--- config.mk ---
export PLATFORM = sky130hd
export DESIGN_NAME = string_literal_unescape
export DESIGN_NICKNAME = d
export VERILOG_FILES = /design/src/rtl/slu_pkg.sv /design/src/rtl/string_literal_unescape.sv /design/src/rtl/slu_cfg.sv /design/src/rtl/slu_decode.sv
export VERILOG_INCLUDE_DIRS = /design/src /design/src/rtl
export SDC_FILE = /design/constraint.sdc
export NUM_CORES = 1
export LEC_CHECK = 0
export BUFFER_PORTS_ARGS = -buffer_cell sky130_fd_sc_hd__buf_2
export CORE_AREA = 4 4 120 122
export DETAILED_ROUTE_END_ITERATION = 6
export DIE_AREA = 0 0 124 126
export PLACE_DENSITY = 0.85
export SLEW_MARGIN = 40
export SYNTH_ARGS = -nofsm -noshare
export SYNTH_HDL_FRONTEND = slang
export SYNTH_SLANG_ARGS = --single-unit
--- constraint.sdc ---
create_clock -name i_clk -period 2.7 [get_ports i_clk]
set_input_delay 0.135 -clock i_clk [delete_from_list [all_inputs] [get_ports i_clk]]
set_output_delay 0.135 -clock i_clk [all_outputs]
set_load 0.05 [all_outputs]
--- src/rtl/string_literal_unescape_macros.svh ---
// Assertion macros for the string literal unescape block.
// Used by rtl/string_literal_unescape.sv; expects i_clk and i_rst_n in scope.
`ifndef STRING_LITERAL_UNESCAPE_MACROS_SVH
`define STRING_LITERAL_UNESCAPE_MACROS_SVH

// Same-cycle implication, disabled while reset is held.
`define SLU_ASSERT_NOW(lbl, ante, cons) \
    lbl: assert property (@(posedge i_clk) disable iff (!i_rst_n) (ante) |-> (cons)) \
        else $error("slu assertion failed");

// Next-cycle implication, disabled while reset is held.
`define SLU_ASSERT_NEXT(lbl, ante, cons) \
    lbl: assert property (@(posedge i_clk) disable iff (!i_rst_n) (ante) |=> (cons)) \
        else $error("slu assertion failed");

`endif

--- src/rtl/slu_pkg.sv ---
// Shared types, codes and helpers for the string literal unescape block.
// No dependencies; imported by every module under rtl/.
`default_nettype none

package slu_pkg;

    localparam int unsigned LINE_W   = 32;
    localparam int unsigned CFG_IDX_W = 1;
    localparam int unsigned CFG_DAT_W = 8;

    // register indexes
    localparam logic [CFG_IDX_W-1:0] CFG_DELIMITER   = 1'd0;
    localparam logic [CFG_IDX_W-1:0] CFG_STOP_AT_NL  = 1'd1;

    localparam logic [7:0] DELIM_RESET = 8'd34;

    // status codes
    localparam logic [1:0] ST_RUN     = 2'd0;
    localparam logic [1:0] ST_CLOSED  = 2'd1;
    localparam logic [1:0] ST_ILLEGAL = 2'd2;
    localparam logic [1:0] ST_UNTERM  = 2'd3;

    // characters
    localparam logic [7:0] CH_BS    = 8'h08;
    localparam logic [7:0] CH_TAB   = 8'h09;
    localparam logic [7:0] CH_LF    = 8'h0A;
    localparam logic [7:0] CH_VT    = 8'h0B;
    localparam logic [7:0] CH_FF    = 8'h0C;
    localparam logic [7:0] CH_CR    = 8'h0D;
    localparam logic [7:0] CH_SPACE = 8'h20;
    localparam logic [7:0] CH_BSLSH = 8'h5C;
    localparam logic [7:0] CH_LOW_B = 8'h62;
    localparam logic [7:0] CH_LOW_F = 8'h66;
    localparam logic [7:0] CH_LOW_N = 8'h6E;
    localparam logic [7:0] CH_LOW_R = 8'h72;
    localparam logic [7:0] CH_LOW_T = 8'h74;
    localparam logic [7:0] CH_LOW_V = 8'h76;

    typedef enum logic [4:0] {
        MODE_START  = 5'b00001,
        MODE_BODY   = 5'b00010,
        MODE_ESC    = 5'b00100,
        MODE_BLANK  = 5'b01000,
        MODE_BADESC = 5'b10000
    } t_mode;

    typedef struct packed {
        logic [7:0] delimiter;
        logic       stop_at_newline;
    } t_cfg;

    typedef struct packed {
        logic [7:0] byte_in;
        logic       end_of_input;
    } t_beat_in;

    typedef struct packed {
        t_mode             mode;
        logic [LINE_W-1:0] line_count;
        logic [LINE_W-1:0] start_line;
    } t_scan;

    typedef struct packed {
        logic              char_valid;
        logic [7:0]        char_out;
        logic [1:0]        status;
        logic              consumed;
        logic [LINE_W-1:0] report_line;
    } t_result;

    function automatic logic is_blank(input logic [7:0] c);
        logic r;
        r = (c inside {CH_SPACE, CH_TAB, CH_VT, CH_FF, CH_CR});
        return r;
    endfunction

endpackage

`default_nettype wire

--- src/rtl/string_literal_unescape.sv ---
// String literal unescape top level: input register, decode step, result register.
// Pipeline: input register, then result register (2 reg stages).
// Throughput: 1 beat per cycle while the receiver takes results; the scan state updates
//   as a beat moves into the result register, so consecutive bytes decode back to back.
// Reset (i_rst_n low, synchronous): both stages empty, mode start of literal,
//   line and start line 1, delimiter 34, stop-at-newline off.
`default_nettype none
`include "string_literal_unescape_macros.svh"

module string_literal_unescape (
    input  wire logic                           i_clk,
    input  wire logic                           i_rst_n,
    // configuration write port
    input  wire logic                           i_cfg_we,
    input  wire logic [slu_pkg::CFG_IDX_W-1:0]  i_cfg_index,
    input  wire logic [slu_pkg::CFG_DAT_W-1:0]  i_cfg_data,
    // source byte channel
    input  wire logic                           i_in_valid,
    output logic                                o_in_ready,
    input  wire logic [7:0]                     i_byte_in,
    input  wire logic                           i_end_of_input,
    // decoded result channel
    output logic                                o_out_valid,
    input  wire logic                           i_out_ready,
    output logic                                o_char_valid,
    output logic [7:0]                          o_char_out,
    output logic [1:0]                          o_status,
    output logic                                o_consumed,
    output logic [slu_pkg::LINE_W-1:0]          o_report_line
);
    import slu_pkg::*;

    // ---------------------------------------------------------------
    // Configuration registers
    // ---------------------------------------------------------------
    t_cfg w_cfg;

    slu_cfg u_cfg (
        .i_clk       (i_clk),
        .i_rst_n     (i_rst_n),
        .i_cfg_we    (i_cfg_we),
        .i_cfg_index (i_cfg_index),
        .i_cfg_data  (i_cfg_data),
        .o_cfg       (w_cfg)
    );

    // ---------------------------------------------------------------
    // Pipeline control
    // The input stage drains whenever the result stage is empty or its
    // beat is taken this cycle, so one beat moves per cycle under flow.
    // ---------------------------------------------------------------
    logic     r_in_valid;
    t_beat_in r_in;
    logic     r_out_valid;
    t_result  r_out;
    t_scan    r_scan;

    logic     w_out_free;
    logic     w_advance;
    logic     w_in_take;

    assign w_out_free = !r_out_valid || i_out_ready;
    assign w_advance  = r_in_valid && w_out_free;
    assign o_in_ready = !r_in_valid || w_out_free;
    assign w_in_take  = i_in_valid && o_in_ready;

    // input register
    always_ff @(posedge i_clk) begin
        if (!i_rst_n) begin
            r_in_valid <= 1'b0;
        end else if (o_in_ready) begin
            r_in_valid <= i_in_valid;
        end
    end

    always_ff @(posedge i_clk) begin
        if (w_in_take) begin
            r_in.byte_in      <= i_byte_in;
            r_in.end_of_input <= i_end_of_input;
        end
    end

    // ---------------------------------------------------------------
    // Decode step: mode, line tracking, escape mapping
    // ---------------------------------------------------------------
    t_scan   n_scan;
    t_result n_res;

    slu_decode u_decode (
        .i_cfg  (w_cfg),
        .i_scan (r_scan),
        .i_beat (r_in),
        .o_scan (n_scan),
        .o_res  (n_res)
    );

    // scan state commits only when the beat enters the result register
    always_ff @(posedge i_clk) begin
        if (!i_rst_n) begin
            r_scan.mode       <= MODE_START;
            r_scan.line_count <= LINE_W'(1);
            r_scan.start_line <= LINE_W'(1);
        end else if (w_advance) begin
            r_scan <= n_scan;
        end
    end

    // ---------------------------------------------------------------
    // Result register
    // ---------------------------------------------------------------
    always_ff @(posedge i_clk) begin
        if (!i_rst_n) begin
            r_out_valid <= 1'b0;
        end else if (w_out_free) begin
            r_out_valid <= r_in_valid;
        end
    end

    always_ff @(posedge i_clk) begin
        if (w_advance) begin
            r_out <= n_res;
        end
    end

    assign o_out_valid   = r_out_valid;
    assign o_char_valid  = r_out.char_valid;
    assign o_char_out    = r_out.char_out;
    assign o_status      = r_out.status;
    assign o_consumed    = r_out.consumed;
    assign o_report_line = r_out.report_line;

    // ---------------------------------------------------------------
    // Assertions
    // ---------------------------------------------------------------
    logic w_final_beat;
    logic w_esc_beat;

    assign w_final_beat = w_advance && (n_res.status != ST_RUN);
    assign w_esc_beat   = w_advance && (r_scan.mode == MODE_ESC) && !r_in.end_of_input;

    // any final status restarts the literal scan
    `SLU_ASSERT_NEXT(a_final_restarts, w_final_beat, r_scan.mode == MODE_START)
    // an escape followed by a real byte is always consumed
    `SLU_ASSERT_NEXT(a_esc_consumed, w_esc_beat, r_out.consumed)
    // the line counter never goes backward
    `SLU_ASSERT_NEXT(a_line_monotonic, w_advance, r_scan.line_count >= $past(r_scan.line_count))
    // the literal cannot start after the current line
    `SLU_ASSERT_NOW(a_start_le_line, 1'b1, r_scan.start_line <= r_scan.line_count)

endmodule

`default_nettype wire

--- src/rtl/slu_cfg.sv ---
// Configuration registers: delimiter and stop-at-newline.
// Depends on slu_pkg.
`default_nettype none

module slu_cfg (
    input  wire logic                           i_clk,
    input  wire logic                           i_rst_n,
    input  wire logic                           i_cfg_we,
    input  wire logic [slu_pkg::CFG_IDX_W-1:0]  i_cfg_index,
    input  wire logic [slu_pkg::CFG_DAT_W-1:0]  i_cfg_data,
    output slu_pkg::t_cfg                       o_cfg
);
    import slu_pkg::*;

    t_cfg r_cfg;

    always_ff @(posedge i_clk) begin
        if (!i_rst_n) begin
            r_cfg.delimiter       <= DELIM_RESET;
            r_cfg.stop_at_newline <= 1'b0;
        end else if (i_cfg_we) begin
            case (i_cfg_index)
                CFG_DELIMITER:  r_cfg.delimiter       <= i_cfg_data;
                CFG_STOP_AT_NL: r_cfg.stop_at_newline <= i_cfg_data[0];
                default: ;
            endcase
        end
    end

    assign o_cfg = r_cfg;

endmodule

`default_nettype wire

--- src/rtl/slu_decode.sv ---
// Per-beat decode step: next scan state and the result for one source byte.
// Purely combinational; depends on slu_pkg.
`default_nettype none

module slu_decode (
    input  wire slu_pkg::t_cfg     i_cfg,
    input  wire slu_pkg::t_scan    i_scan,
    input  wire slu_pkg::t_beat_in i_beat,
    output slu_pkg::t_scan         o_scan,
    output slu_pkg::t_result       o_res
);
    import slu_pkg::*;

    logic [7:0]        c;
    logic              eof;
    logic [LINE_W-1:0] line_inc;
    logic              body;
    logic              valid;
    logic [7:0]        ch;
    logic [1:0]        status;
    logic              consumed;
    t_mode             n_mode;
    logic [LINE_W-1:0] n_line;
    logic [LINE_W-1:0] n_start;

    assign c   = i_beat.byte_in;
    assign eof = i_beat.end_of_input;

    // saturating line increment
    assign line_inc = (&i_scan.line_count) ? i_scan.line_count
                                           : i_scan.line_count + LINE_W'(1);

    always_comb begin
        body     = 1'b0;
        valid    = 1'b0;
        ch       = 8'h00;
        status   = ST_RUN;
        consumed = 1'b1;
        n_mode   = i_scan.mode;
        n_line   = i_scan.line_count;
        n_start  = i_scan.start_line;

        case (i_scan.mode)
            MODE_START: begin
                n_start = i_scan.line_count;
                body    = 1'b1;
            end
            MODE_BODY: begin
                body = 1'b1;
            end
            MODE_BLANK: begin
                body = eof || !is_blank(c);
            end
            MODE_ESC: begin
                if (eof) begin
                    status = ST_ILLEGAL;
                end else begin
                    n_mode = MODE_BODY;
                    valid  = 1'b1;
                    // escaped delimiter wins over the fixed letters
                    if (c == i_cfg.delimiter) ch = c;
                    else if (c == CH_SPACE)   ch = CH_SPACE;
                    else if (c == CH_LOW_B)   ch = CH_BS;
                    else if (c == CH_LOW_F)   ch = CH_FF;
                    else if (c == CH_LOW_N)   ch = CH_LF;
                    else if (c == CH_LOW_R)   ch = CH_CR;
                    else if (c == CH_LOW_T)   ch = CH_TAB;
                    else if (c == CH_LOW_V)   ch = CH_VT;
                    else if (c == CH_BSLSH)   ch = CH_BSLSH;
                    else if (c == CH_LF) begin
                        // line continuation
                        valid  = 1'b0;
                        n_line = line_inc;
                        n_mode = MODE_BLANK;
                    end else begin
                        valid  = 1'b0;
                        n_mode = MODE_BADESC;
                    end
                end
            end
            default: begin
                // bad escape: skip to delimiter or newline
                if (eof) begin
                    status = ST_ILLEGAL;
                end else if (c == CH_LF) begin
                    status   = ST_ILLEGAL;
                    consumed = 1'b0;
                end else if (c == i_cfg.delimiter) begin
                    status = ST_ILLEGAL;
                end else begin
                    n_mode = MODE_BADESC;
                end
            end
        endcase

        if (body) begin
            n_mode = MODE_BODY;
            if (eof) begin
                status = ST_UNTERM;
            end else if (c == i_cfg.delimiter) begin
                status = ST_CLOSED;
            end else if (c == CH_LF) begin
                if (i_cfg.stop_at_newline) begin
                    status   = ST_UNTERM;
                    consumed = 1'b0;
                end else begin
                    n_line = line_inc;
                    valid  = 1'b1;
                    ch     = c;
                    n_mode = MODE_BLANK;
                end
            end else if (c == CH_BSLSH) begin
                n_mode = MODE_ESC;
            end else begin
                valid = 1'b1;
                ch    = c;
            end
        end

        if (status != ST_RUN) begin
            n_mode = MODE_START;
        end

        o_scan.mode       = n_mode;
        o_scan.line_count = n_line;
        o_scan.start_line = n_start;

        o_res.char_valid  = valid;
        o_res.char_out    = valid ? ch : 8'h00;
        o_res.status      = status;
        o_res.consumed    = consumed;
        o_res.report_line = (status == ST_UNTERM) ? n_start : n_line;
    end

endmodule

`default_nettype wire

==> metrics <==
outcome=complete, but fails checks; failing checks=design-rule violations, negative setup slack; Cells after Synth=844; mapped cell area=7120 sq um; syn_nets=868; Synth warnings=0; Power Internal=4.06 mW; total power=5.54 mW; Final min period=3020 ps; Yosys cell types=67; IO Count=69; worst-path fanout max=10; DP HPWL=14.9 mm; Initial Util=54.0%; Max Cap Viol=0; multi-input logic area=3920 sq um; die area=15600 sq um; H-tree depth=4; Worst-Margin Slew=881 ps; most frequent cells in the layout=nand2_1, buf_4, a21oi_1; vias in the first global route=7411; first-pass GRT wire length=37.5 mm; critical-path cell list=buf_4 -> buf_4 -> nor4_2 -> and3b_1 -> a211o_1 -> o211ai_1 -> buf_6 -> buf_4 -> o211ai_1 -> o21ai_1; Final Net Count=1027; drt pass-1 iters=7; Crit Path Class=reg -> reg; setup violators final=34; Max Fclk=332 MHz; initial antenna violation count=2; RSZ-0062 raised after global routing=true; Worst path max stage delay=400 ps; Clock Tree Root=clkbuf_16; final hold vios=0; area leader, netlist=dfxtp_1; Filler cells=859; cts bufs inserted=17; Vias=8251; GR Overflow Total=0; clk_lat worst skew=440 ps; Reg power frac=39.6%; Rows=42; largest net degree at the start of global routing=31; VDD IR-drop max=0.449 mV; DRT iter0 DRCs=1635; Reg area=3190 sq um; Yosys top cell area share=22.5%; Slowest cell on crit path=edfxtp_1; mean number of vias per cell=6.91; sequential area share after synthesis=44.9%; Worst-path clk slew=60 ps; P per Cell Area=576 nW/um^2; critical path's most frequent cell=buf_4; total core area=13200 sq um; Min Hold Slack=17.7 ps; die width=124 um; critical path arrival=3230 ps; ys flop type=dfxtp_1; DRC Markers=1; worst hold-check path type=in -> reg; Detailed Route WL=26.7 mm; EDFF count, synth=53; Sw Share=26.8%; fin crit share=112%; fin. max-slew vios=0; port bufs=68; Final Skew=12.1 ps; Crit. End Element=register; Synth area leaders=dfxtp_1, edfxtp_1, nand2_1; P_sw=1.48 mW; Post-synth ARST share=0%; Mean Syn Cell Area=8.44 sq um; flip-flop and latch count after synthesis=133; combinational power share=14.1%; required time of the critical path=2910 ps; Total Routing Usage GR=30.6%; Bufs on Longest Clock Path=2; synthesis-to-layout area growth=35.2%; LEAKAGE=3.57 nW; CP startpoint kind=register; DR WL/cell=22.4 um; Clock Sinks=133; worst relative slew slack=41.2%; GP Congestion=0.964; worst setup margin=-316 ps; TritonCTS clock tree=done; die height=126 um; most common cell after layout, fill and taps aside=nand2_1; Detail Route Antenna Nets=0; share of cells above drive strength 1=28.6%; clock power share=46.3%
[layout make-up]
type	instances	area share, %
repair buffers	207	16.0
diodes	2	0.0520
inverters	27	1.05
clock buffers	21	4.90
well taps	176	2.29
multi-input cells	617	40.8
flip-flops and latches	133	33.2
clock inverters	11	1.79
[cell usage after synthesis (4+ instances only)]
cell type and instances:
nand2_1 135, a21oi_1 89, dfxtp_1 80, clkbuf_1 63, nor2_1 55, edfxtp_1 53, nand3_1 36, nor3_1 27
inv_1 26, o21ai_0 20, nand4_1 19, a211oi_1 13, nand2b_1 13, nor4_1 13, and4_1 12, o211ai_1 12
xnor2_1 12, o22ai_1 11, o31ai_1 11, and3_1 10, mux2i_1 10, o221ai_1 9, o41ai_1 9, or4_1 9
or3_1 8, and2_1 7, or2_2 5, buf_2 4, nor2b_1 4, o32ai_1 4
[final timing paths]
kind | startpoint | endpoint | slack (ps) | depth (start not counted)
min reg2reg | r_scan[25] | r_scan[25] | 460 | 2
max | r_in[5] | o_report_line[5] | -320 | 10
min | i_cfg_index | u_cfg.o_cfg[0] | 20 | 4
max reg2reg | r_in[5] | o_report_line[5] | -320 | 10
[logic make-up (layout without fill, tap and decap cells)]
kind of cell,Yosys count,after routing,share of synthesized area (%)
buffers and inverters,94,266,5.03
AND/OR/NAND/NOR,372,372,26.5
AO/OA/AOI/OAI,219,219,20.2
multiplexers,10,10,1.41
other,0,2,0
XOR/XNOR,15,15,1.85
flip-flops,133,133,44.9
adder cells (fa/ha/maj),1,1,0.176
[power by group through the flow]
stage | clock [mW] | combinational, mW | sequential, mW
6_report | 2.57 | 0.781 | 2.19
5_1_grt | 2.66 | 0.814 | 2.20
4_1_cts | 2.54 | 0.712 | 2.19
3_5_place_dp | 0 | 0.650 | 2.23
3_3_place_gp | 0 | 0.641 | 2.23
2_1_floorplan | 0 | 0.284 | 2.36
[critical path, delay by kind of cell (launching register included)]
family                 cells  cell delay, ps
AOI/OAI and AO/OA          4            1060
buffers and inverters      4             680
and+or+nand+nor            2             650
DFF                        1             400
[metal layers]
metal | global-route usage (%) | vias to the layer above | part of all wire (%)
met5 | 0 | - | 0
met4 | 17.1 | 0 | 7.4
met3 | 7.40 | 256 | 13
met2 | 47.3 | 818 | 44
met1 | 39.0 | 3736 | 35
li1 | - | 3441 | -
[what timing repair did]
action	CTS	global route
hold buffers	19	0
resized for setup	23	40
pin swaps	8	16
setup buffers	15	4
gates cloned	1	1
hold endpoints to repair	19	0
endpoints found under the setup margin	31	50
[flip-flops by register name, indices dropped and copies added, names as in the netlist]
name	flops
r_in	9
u_cfg.o_cfg	9
r_in_valid	1
o_status	2
o_char_valid	1
o_out_valid	1
o_char_out	8
r_scan	69
o_consumed	1
o_report_line	32
[per-stage QoR]
step	setup TNS, ps	util, %	instance area [sq um]	setup slack, ps	instances
CTS	-420	71.0	9370	-77.0	1188
global route	-4930	73.0	9630	-294	1194
detailed placement	-1650	62.9	8300	-162	1121
finish	-2820	73.0	9630	-316	1194
floorplan	-366	-	7220	-53.2	844
global placement	-545	62.9	8290	-77.4	1121
Power figures use the tool's default switching activity.
